$ cat config.mk
export PLATFORM = sky130hd
export DESIGN_NAME = text_integer_parser_top
export DESIGN_NICKNAME = d
export VERILOG_FILES = /design/src/rtl/core/tip_pkg.sv /design/src/rtl/core/text_integer_parser_top.sv /design/src/rtl/core/tip_front.sv /design/src/rtl/core/tip_fifo.sv /design/src/rtl/core/tip_back.sv
export VERILOG_INCLUDE_DIRS = /design/src /design/src/rtl/core
export SDC_FILE = /design/constraint.sdc
export NUM_CORES = 1
export LEC_CHECK = 0
export ABC_AREA = 1
export ABC_CLOCK_PERIOD_IN_PS = 11900
export BUFFER_PORTS_ARGS = -buffer_cell sky130_fd_sc_hd__buf_2
export CAP_MARGIN = 20
export CORE_MARGIN = 2
export CORE_UTILIZATION = 68
export CTS_CLUSTER_DIAMETER = 150
export CTS_CLUSTER_SIZE = 20
export DETAILED_ROUTE_END_ITERATION = 16
export PLACE_DENSITY = 0.87
export SYNTH_ARGS = -nofsm -noshare
export SYNTH_HDL_FRONTEND = slang
export SYNTH_SLANG_ARGS = --single-unit
$ cat constraint.sdc
create_clock -name clk -period 11.9 [get_ports clk]
set_input_delay 1.785 -clock clk [delete_from_list [all_inputs] [get_ports clk]]
set_output_delay 1.785 -clock clk [all_outputs]
set_load 0.01 [all_outputs]
$ cat src/rtl/core/text_integer_parser_top_assert.svh
// Assertion macros shared by the parser modules.
`ifndef TEXT_INTEGER_PARSER_TOP_ASSERT_SVH
`define TEXT_INTEGER_PARSER_TOP_ASSERT_SVH

`ifndef SYNTHESIS
`define TIP_ASSERT(lbl, expr) \
  lbl: assert property (@(posedge clk) disable iff (!rst_n) (expr)) \
    else $error("assertion failed");
`define TIP_ASSERT_NEXT(lbl, pre, post) \
  lbl: assert property (@(posedge clk) disable iff (!rst_n) (pre) |=> (post)) \
    else $error("assertion failed");
`else
`define TIP_ASSERT(lbl, expr)
`define TIP_ASSERT_NEXT(lbl, pre, post)
`endif

`endif

$ cat src/rtl/core/tip_pkg.sv
`timescale 1ns / 1ps

package tip_pkg;

  localparam int MAX_LENGTH = 4096;
  localparam int VALUE_W = 32;
  localparam int POS_W = 12;
  localparam int BASE_W = 6;
  localparam int POS_CAP_INT = (MAX_LENGTH - 1 > 4095) ? 4095 : MAX_LENGTH - 1;
  localparam logic [POS_W-1:0] POS_CAP = POS_W'(POS_CAP_INT);

  // Queue depth must be a power of two.
  localparam int FIFO_DEPTH = 4;

  localparam logic [BASE_W-1:0] BASE_INFER = 6'd0;
  localparam logic [BASE_W-1:0] BASE_OCT = 6'd8;
  localparam logic [BASE_W-1:0] BASE_DEC = 6'd10;
  localparam logic [BASE_W-1:0] BASE_HEX = 6'd16;

  localparam logic [7:0] CH_TAB = 8'd9;
  localparam logic [7:0] CH_CR = 8'd13;
  localparam logic [7:0] CH_SPACE = 8'd32;
  localparam logic [7:0] CH_PLUS = 8'd43;
  localparam logic [7:0] CH_MINUS = 8'd45;
  localparam logic [7:0] CH_ZERO = 8'd48;
  localparam logic [7:0] CH_NINE = 8'd57;
  localparam logic [7:0] CH_UP_A = 8'd65;
  localparam logic [7:0] CH_UP_X = 8'd88;
  localparam logic [7:0] CH_UP_Z = 8'd90;
  localparam logic [7:0] CH_LO_A = 8'd97;
  localparam logic [7:0] CH_LO_X = 8'd120;
  localparam logic [7:0] CH_LO_Z = 8'd122;

  typedef enum logic [2:0] {
    PH_IDLE,
    PH_SPACE,
    PH_SIGNED,
    PH_ZERO,
    PH_DIGITS
  } tip_phase_t;

  typedef struct packed {
    logic       start_flag;
    logic [7:0] char_code;
  } tip_in_t;

  typedef struct packed {
    logic signed [VALUE_W-1:0] parsed_value;
    logic [POS_W-1:0]          end_offset;
    logic                      found_digits;
  } tip_out_t;

  typedef struct packed {
    logic              start;
    logic              blank;
    logic              plus;
    logic              minus;
    logic              is_x;
    logic              alnum;
    logic [BASE_W-1:0] digit;
    logic [BASE_W-1:0] base;
  } tip_entry_t;

endpackage

$ cat src/rtl/core/text_integer_parser_top.sv
`timescale 1ns / 1ps
// Channel  Direction  Payload      Handshake
// in       input      tip_in_t     in_valid / in_ready
// out      output     tip_out_t    out_valid / out_ready
// cfg      input      number_base  cfg_valid / cfg_ready
//
// One character is accepted per cycle while the queue is not full, and the back end takes one
// per cycle unless a held result stalls it. An accepted item is first written into the queue,
// and the result it closes is registered at the edge that takes the item from the queue.
// The front end classifies each character into a four-entry queue; the back end runs the parse.
// Reset is synchronous and active low; the radix register resets to ten.
// A stalled result blocks the back end only, so the queue still absorbs up to four items.

module text_integer_parser_top import tip_pkg::*; (
  input  logic              clk,
  input  logic              rst_n,
  input  logic              in_valid,
  output logic              in_ready,
  input  tip_in_t           in_data,
  output logic              out_valid,
  input  logic              out_ready,
  output tip_out_t          out_data,
  input  logic              cfg_valid,
  output logic              cfg_ready,
  input  logic [BASE_W-1:0] cfg_data
);

  logic [BASE_W-1:0] number_base_r;
  tip_entry_t        front_entry;
  logic              q_valid;
  logic              q_ready;
  tip_entry_t        q_entry;

  assign cfg_ready = 1'b1;

  always_ff @(posedge clk) begin
    if (!rst_n) begin
      number_base_r <= BASE_DEC;
    end else if (cfg_valid && cfg_ready) begin
      number_base_r <= cfg_data;
    end
  end

  tip_front u_front (
    .in_data     (in_data),
    .number_base (number_base_r),
    .entry       (front_entry)
  );

  tip_fifo u_fifo (
    .clk        (clk),
    .rst_n      (rst_n),
    .push_valid (in_valid),
    .push_ready (in_ready),
    .push_entry (front_entry),
    .pop_valid  (q_valid),
    .pop_ready  (q_ready),
    .pop_entry  (q_entry)
  );

  tip_back u_back (
    .clk       (clk),
    .rst_n     (rst_n),
    .q_valid   (q_valid),
    .q_ready   (q_ready),
    .q_entry   (q_entry),
    .out_valid (out_valid),
    .out_ready (out_ready),
    .out_data  (out_data)
  );

endmodule

$ cat src/rtl/core/tip_front.sv
`timescale 1ns / 1ps

module tip_front import tip_pkg::*; (
  input  tip_in_t          in_data,
  input  logic [BASE_W-1:0] number_base,
  output tip_entry_t       entry
);

  logic [7:0] c;

  assign c = in_data.char_code;

  always_comb begin
    entry = '0;
    entry.start = in_data.start_flag;
    entry.base = number_base;
    entry.blank = (c == CH_SPACE) || (c >= CH_TAB && c <= CH_CR);
    entry.plus = (c == CH_PLUS);
    entry.minus = (c == CH_MINUS);
    entry.is_x = (c == CH_LO_X) || (c == CH_UP_X);
    if (c >= CH_ZERO && c <= CH_NINE) begin
      entry.alnum = 1'b1;
      entry.digit = BASE_W'(c - CH_ZERO);
    end else if (c >= CH_LO_A && c <= CH_LO_Z) begin
      entry.alnum = 1'b1;
      entry.digit = BASE_W'(c - CH_LO_A + 8'd10);
    end else if (c >= CH_UP_A && c <= CH_UP_Z) begin
      entry.alnum = 1'b1;
      entry.digit = BASE_W'(c - CH_UP_A + 8'd10);
    end
  end

endmodule

$ cat src/rtl/core/tip_fifo.sv
`timescale 1ns / 1ps
`include "text_integer_parser_top_assert.svh"

module tip_fifo import tip_pkg::*; (
  input  logic       clk,
  input  logic       rst_n,
  input  logic       push_valid,
  output logic       push_ready,
  input  tip_entry_t push_entry,
  output logic       pop_valid,
  input  logic       pop_ready,
  output tip_entry_t pop_entry
);

  localparam int PTR_W = $clog2(FIFO_DEPTH);
  localparam int CNT_W = $clog2(FIFO_DEPTH + 1);

  tip_entry_t       mem [FIFO_DEPTH];
  logic [PTR_W-1:0] wr_ptr_r;
  logic [PTR_W-1:0] wr_ptr_nxt;
  logic [PTR_W-1:0] rd_ptr_r;
  logic [PTR_W-1:0] rd_ptr_nxt;
  logic [CNT_W-1:0] cnt_r;
  logic [CNT_W-1:0] cnt_nxt;
  logic             push;
  logic             pop;

  assign push_ready = (cnt_r != CNT_W'(FIFO_DEPTH));
  assign pop_valid = (cnt_r != '0);
  assign push = push_valid && push_ready;
  assign pop = pop_valid && pop_ready;
  assign pop_entry = mem[rd_ptr_r];

  always_comb begin
    wr_ptr_nxt = push ? wr_ptr_r + 1'b1 : wr_ptr_r;
    rd_ptr_nxt = pop ? rd_ptr_r + 1'b1 : rd_ptr_r;
    cnt_nxt = cnt_r;
    if (push && !pop) begin
      cnt_nxt = cnt_r + 1'b1;
    end else if (pop && !push) begin
      cnt_nxt = cnt_r - 1'b1;
    end
  end

  always_ff @(posedge clk) begin
    if (!rst_n) begin
      wr_ptr_r <= '0;
      rd_ptr_r <= '0;
      cnt_r <= '0;
    end else begin
      wr_ptr_r <= wr_ptr_nxt;
      rd_ptr_r <= rd_ptr_nxt;
      cnt_r <= cnt_nxt;
    end
  end

  always_ff @(posedge clk) begin
    if (push) begin
      mem[wr_ptr_r] <= push_entry;
    end
  end

  `TIP_ASSERT(a_cnt_bound, cnt_r <= CNT_W'(FIFO_DEPTH))
  `TIP_ASSERT_NEXT(a_pop_dec, rst_n && pop && !push, cnt_r == $past(cnt_r) - 1'b1)

endmodule

$ cat src/rtl/core/tip_back.sv
`timescale 1ns / 1ps
`include "text_integer_parser_top_assert.svh"

module tip_back import tip_pkg::*; (
  input  logic       clk,
  input  logic       rst_n,
  input  logic       q_valid,
  output logic       q_ready,
  input  tip_entry_t q_entry,
  output logic       out_valid,
  input  logic       out_ready,
  output tip_out_t   out_data
);

  tip_phase_t          phase_r;
  tip_phase_t          phase_nxt;
  logic [VALUE_W-1:0]  acc_r;
  logic [VALUE_W-1:0]  acc_nxt;
  logic                neg_r;
  logic                neg_nxt;
  logic [BASE_W-1:0]   base_r;
  logic [BASE_W-1:0]   base_nxt;
  logic [POS_W-1:0]    pos_r;
  logic [POS_W-1:0]    pos_nxt;
  logic                seen_r;
  logic                seen_nxt;
  logic                out_valid_r;
  logic                out_valid_nxt;
  tip_out_t            out_data_r;
  tip_out_t            out_data_nxt;
  logic                take;
  logic                emit;
  logic                no_digit_ok;

  assign q_ready = !out_valid_r || out_ready;
  assign take = q_valid && q_ready;
  assign out_valid = out_valid_r;
  assign out_data = out_data_r;
  assign no_digit_ok = out_data_r.found_digits ||
                       (out_data_r.end_offset == '0 && out_data_r.parsed_value == '0);

  always_comb begin
    logic stop;
    stop = 1'b0;
    emit = 1'b0;
    phase_nxt = phase_r;
    acc_nxt = acc_r;
    neg_nxt = neg_r;
    base_nxt = base_r;
    pos_nxt = pos_r;
    seen_nxt = seen_r;
    out_data_nxt = out_data_r;
    out_valid_nxt = out_valid_r && !out_ready;

    if (take && (q_entry.start || phase_r != PH_IDLE)) begin
      if (q_entry.start) begin
        phase_nxt = PH_SPACE;
        acc_nxt = '0;
        neg_nxt = 1'b0;
        base_nxt = q_entry.base;
        pos_nxt = '0;
        seen_nxt = 1'b0;
      end else if (pos_r < POS_CAP) begin
        pos_nxt = pos_r + 1'b1;
      end

      if (phase_nxt == PH_SPACE) begin
        if (q_entry.blank) begin
          stop = 1'b1;
        end else begin
          phase_nxt = PH_SIGNED;
          if (q_entry.plus || q_entry.minus) begin
            neg_nxt = q_entry.minus;
            stop = 1'b1;
          end
        end
      end

      if (!stop && phase_nxt == PH_SIGNED) begin
        if ((base_nxt == BASE_INFER || base_nxt == BASE_HEX) && q_entry.alnum &&
            q_entry.digit == '0) begin
          phase_nxt = PH_ZERO;
          stop = 1'b1;
        end else begin
          if (base_nxt == BASE_INFER) begin
            base_nxt = BASE_DEC;
          end
          phase_nxt = PH_DIGITS;
        end
      end

      if (!stop && phase_nxt == PH_ZERO) begin
        phase_nxt = PH_DIGITS;
        if (q_entry.is_x) begin
          base_nxt = BASE_HEX;
          stop = 1'b1;
        end else begin
          if (base_nxt == BASE_INFER) begin
            base_nxt = BASE_OCT;
          end
          acc_nxt = '0;
          seen_nxt = 1'b1;
        end
      end

      if (!stop && phase_nxt == PH_DIGITS) begin
        if (q_entry.alnum && q_entry.digit < base_nxt) begin
          acc_nxt = VALUE_W'(acc_nxt * VALUE_W'(base_nxt) + VALUE_W'(q_entry.digit));
          seen_nxt = 1'b1;
        end else begin
          emit = 1'b1;
          phase_nxt = PH_IDLE;
          out_valid_nxt = 1'b1;
          out_data_nxt.parsed_value = neg_nxt ? -acc_nxt : acc_nxt;
          out_data_nxt.end_offset = seen_nxt ? pos_nxt : '0;
          out_data_nxt.found_digits = seen_nxt;
        end
      end
    end
  end

  always_ff @(posedge clk) begin
    if (!rst_n) begin
      phase_r <= PH_IDLE;
      acc_r <= '0;
      neg_r <= 1'b0;
      base_r <= '0;
      pos_r <= '0;
      seen_r <= 1'b0;
      out_valid_r <= 1'b0;
    end else begin
      phase_r <= phase_nxt;
      acc_r <= acc_nxt;
      neg_r <= neg_nxt;
      base_r <= base_nxt;
      pos_r <= pos_nxt;
      seen_r <= seen_nxt;
      out_valid_r <= out_valid_nxt;
    end
  end

  always_ff @(posedge clk) begin
    out_data_r <= out_data_nxt;
  end

  `TIP_ASSERT(a_base_set, phase_r != PH_DIGITS || base_r != '0)
  `TIP_ASSERT_NEXT(a_emit_idle, rst_n && emit, phase_r == PH_IDLE && out_valid_r)
  `TIP_ASSERT(a_no_digits, !out_valid_r || no_digit_ok)

endmodule

==> results.json <==
{
  "status": "finished clean",
  "grt_pass1_wl_um": 62400,
  "synth_common_cells": "nand2_1 (426), inv_1 (259), nor2_1 (189), a21oi_1 (127), edfxtp_1 (117)",
  "cts_setup_buffers": 0,
  "critPathLaunchType": "register",
  "syn_avg_cell_area_um2": 8.146,
  "syn_nets": 2059,
  "clock_sinks": 188,
  "fin_worst_skew_ns": 0.01753,
  "synthSimpleGateAreaFrac_pct": 21.28,
  "viasPerCell": 5.893,
  "vdd_ir_drop_max_mv": 0.1574,
  "cp_max_fo": 61,
  "num-fill-cells": 1595,
  "dp_worst_setup_slack_ns": 4.205,
  "gr-total-overflow": 0,
  "async_flop_share_pct": 0,
  "yosysWarnings": 0,
  "h-tree-depth": 4,
  "clk_latency_ns": 0.45,
  "tightest_slew_ns": 1.048,
  "synth_xor_area_share_pct": 3.740,
  "fmax_mhz": 127.5,
  "clock-root-buffer": "clkbuf_16",
  "crit_top_cell": "nand2_1",
  "synth_seq_cells": 188,
  "yosys-top-cells-area": "edfxtp_1 (23%), fa_1 (15%), nand2_1 (11%), dfxtp_1 (9.5%), ha_1 (7.2%)",
  "cts_buffers": 17,
  "postCtsHoldBufs": 0,
  "drtIter0Drc": 1242,
  "vias": 12776,
  "hold_class": "register to register",
  "boundaryPins": 68,
  "power_density_nw_per_um2": 171.3,
  "cp_num_buf_inv": 7,
  "required_ns": 12.19,
  "antenna_left": 0,
  "max_slew_margin_pct": 30.12,
  "fin_crit_ns": 7.841,
  "synth-edff-count": 117,
  "fp.dieW_um": 152.5,
  "clock_path_buffers": 2,
  "critPathSlowestCell": "dfxtp_1",
  "regArea_um2": 4935,
  "cp.arrival_ns": 8.13,
  "ctsResizeCount": 0,
  "met2_usage_pct": 57.08,
  "antenna_cells": 0,
  "slowest_delay_ns": 0.81,
  "worstSetupPathType": "register to register",
  "syn_inst": 1840,
  "hold_viol": 0,
  "grtUsageMet3_pct": 5.717,
  "drtPass1Iterations": 7,
  "synth_top_family_by_area": "adder cells",
  "wl_per_cell_um": 17.33,
  "yosys.cell_types.count": 49,
  "rsz0062_at_grt": "no",
  "hold_path.startpoint": "u_back.acc_r[5]",
  "reg2reg_depth": 36,
  "routed_wl_um": 37580,
  "timing.final.crit_share_pct": 65.89,
  "seq_area_frac_synth_pct": 32.92,
  "design.core.area_um2": 21760,
  "syn_to_final_growth_pct": 7.304,
  "grt_start_max_net_pins": 64,
  "setup_slack_ns": 4.059,
  "setup_viol": 0,
  "synth_ff_type": "edfxtp_1",
  "crit_family": "simple AND/OR/NAND/NOR gates",
  "gp_congestion": 0.9278,
  "cp-end-kind": "register",
  "leakagePower_uw": 0.008211,
  "dieArea_um2": 23250,
  "synth_top_area_share_pct": 23.44,
  "max_cap_violations": 0,
  "nets": 2094,
  "clk_pin_slew_ns": 0.09,
  "grt_pass1_vias": 12984,
  "port_buffers": 66,
  "start_util_pct": 68.90,
  "dpl.hpwl_um": 26470,
  "synth_most_common_cell": "nand2_1",
  "synth_area_leader_cell": "edfxtp_1",
  "drc": 0,
  "cts_tree": "yes",
  "row_count": 54,
  "grtUsageTotal_pct": 33.09,
  "multiInputGateArea_um2": 8688,
  "min_path_cells": 2,
  "finalSetupTns_ns": 0,
  "grt.busiest_layer": "met2",
  "cp_num_cells": 36,
  "muxShareOfSynthArea_pct": 0,
  "maxSlewViolCount": 0,
  "synth-compound-area-share_pct": 10.51,
  "drive_gt1_share_pct": 9.057,
  "syn_area_um2": 14990,
  "synthAdderAreaFrac_pct": 22.27,
  "grt_use_met1_pct": 41.56,
  "die-height_um": 152.5,
  "antenna_found_initial": 1
}
## metal layers
layer / part of all wire, % / vias to the layer above
li1: - / 5966
met1: 38 / 5970
met2: 49 / 699
met3: 8.9 / 141
met4: 3.7 / 0
met5: 0 / -
## logic make-up (layout without fill, tap and decap cells)
group,after synthesis,in the layout
compound gates,293,293
buf+inv,339,387
fa+ha+maj,199,199
flops,188,188
xor+xnor,64,64
other cells,1,1
simple gates,756,756
## per-stage QoR
stage	cell area [um^2]	cells	power (uW)	hold WS, ns	utilization, %
CTS	16040	2166	2678	0.4700	73.71
global route	16080	2168	2902	0.4822	73.93
global placement	15430	2134	2045	0.4517	70.95
floorplan	14990	1840	1751	0.4362	-
finish	16080	2168	2755	0.4719	73.93
detailed placement	15430	2134	2087	0.4559	70.95
## area by class of cell
type	count	share of cell area, %
clock inverter	14	1.074
inverter	274	6.425
tap	280	2.178
clock buffer	18	2.668
timing repair buffer	81	2.956
sequential	188	30.68
multi-input combinational	1313	54.02
## path summary, 6_finish.rpt
kind / endpoint / slack, ns
setup / recovery: u_back.acc_r[31] / 4.06
hold / removal: u_back.acc_r[5] / 0.47
setup reg to reg: u_back.acc_r[31] / 4.06
hold reg to reg: u_back.acc_r[5] / 0.47
## tightest hold or removal path: stages, from the launching register on
cell     delay (ns)
dfxtp_1        0.32
nand2_1        0.06
a21oi_1        0.05
## flip-flops by register name, indices dropped and copies added, names as in the netlist, named ones only
register          count
number_base_r         6
u_back.acc_r         32
u_back.base_r         6
u_back.neg_r          1
u_back.out_data      45
u_back.out_valid      1
u_back.phase_r        3
u_back.pos_r         12
u_back.seen_r         1
u_fifo.cnt_r          3
u_fifo.mem           72
u_fifo.rd_ptr_r       2
u_fifo.wr_ptr_r       2
## where the power goes
group / internal (uW) / switching [uW] / leakage [uW]
clock: 286 / 308 / 0.000291
sequential: 785 / 52.4 / 0.00164
combinational: 333 / 990 / 0.00628
total: 1410 / 1350 / 0.00821
## placed cells by master, fill, tap and decap left out, types with 3 or more instances in the layout
cell / count
a21oi_1: 126
dfxtp_1: 71
fa_1: 113
clkinv_8: 4
nand2_1: 426
xnor2_1: 8
a211oi_1: 4
inv_6: 3
inv_2: 13
o21a_1: 4
xor2_1: 56
nor2_4: 4
nand3_1: 79
buf_2: 66
nor2_1: 187
buf_4: 13
o21ai_0: 83
a31oi_1: 9
o31ai_1: 3
o21ai_1: 38
clkbuf_16: 17
ha_1: 86
clkinv_4: 3
inv_1: 259
nand4_1: 8
nor2_2: 12
o211ai_1: 12
a21o_1: 4
nor3_1: 13
nand3_2: 14
edfxtp_1: 117
(Power assumes the default switching activity.)
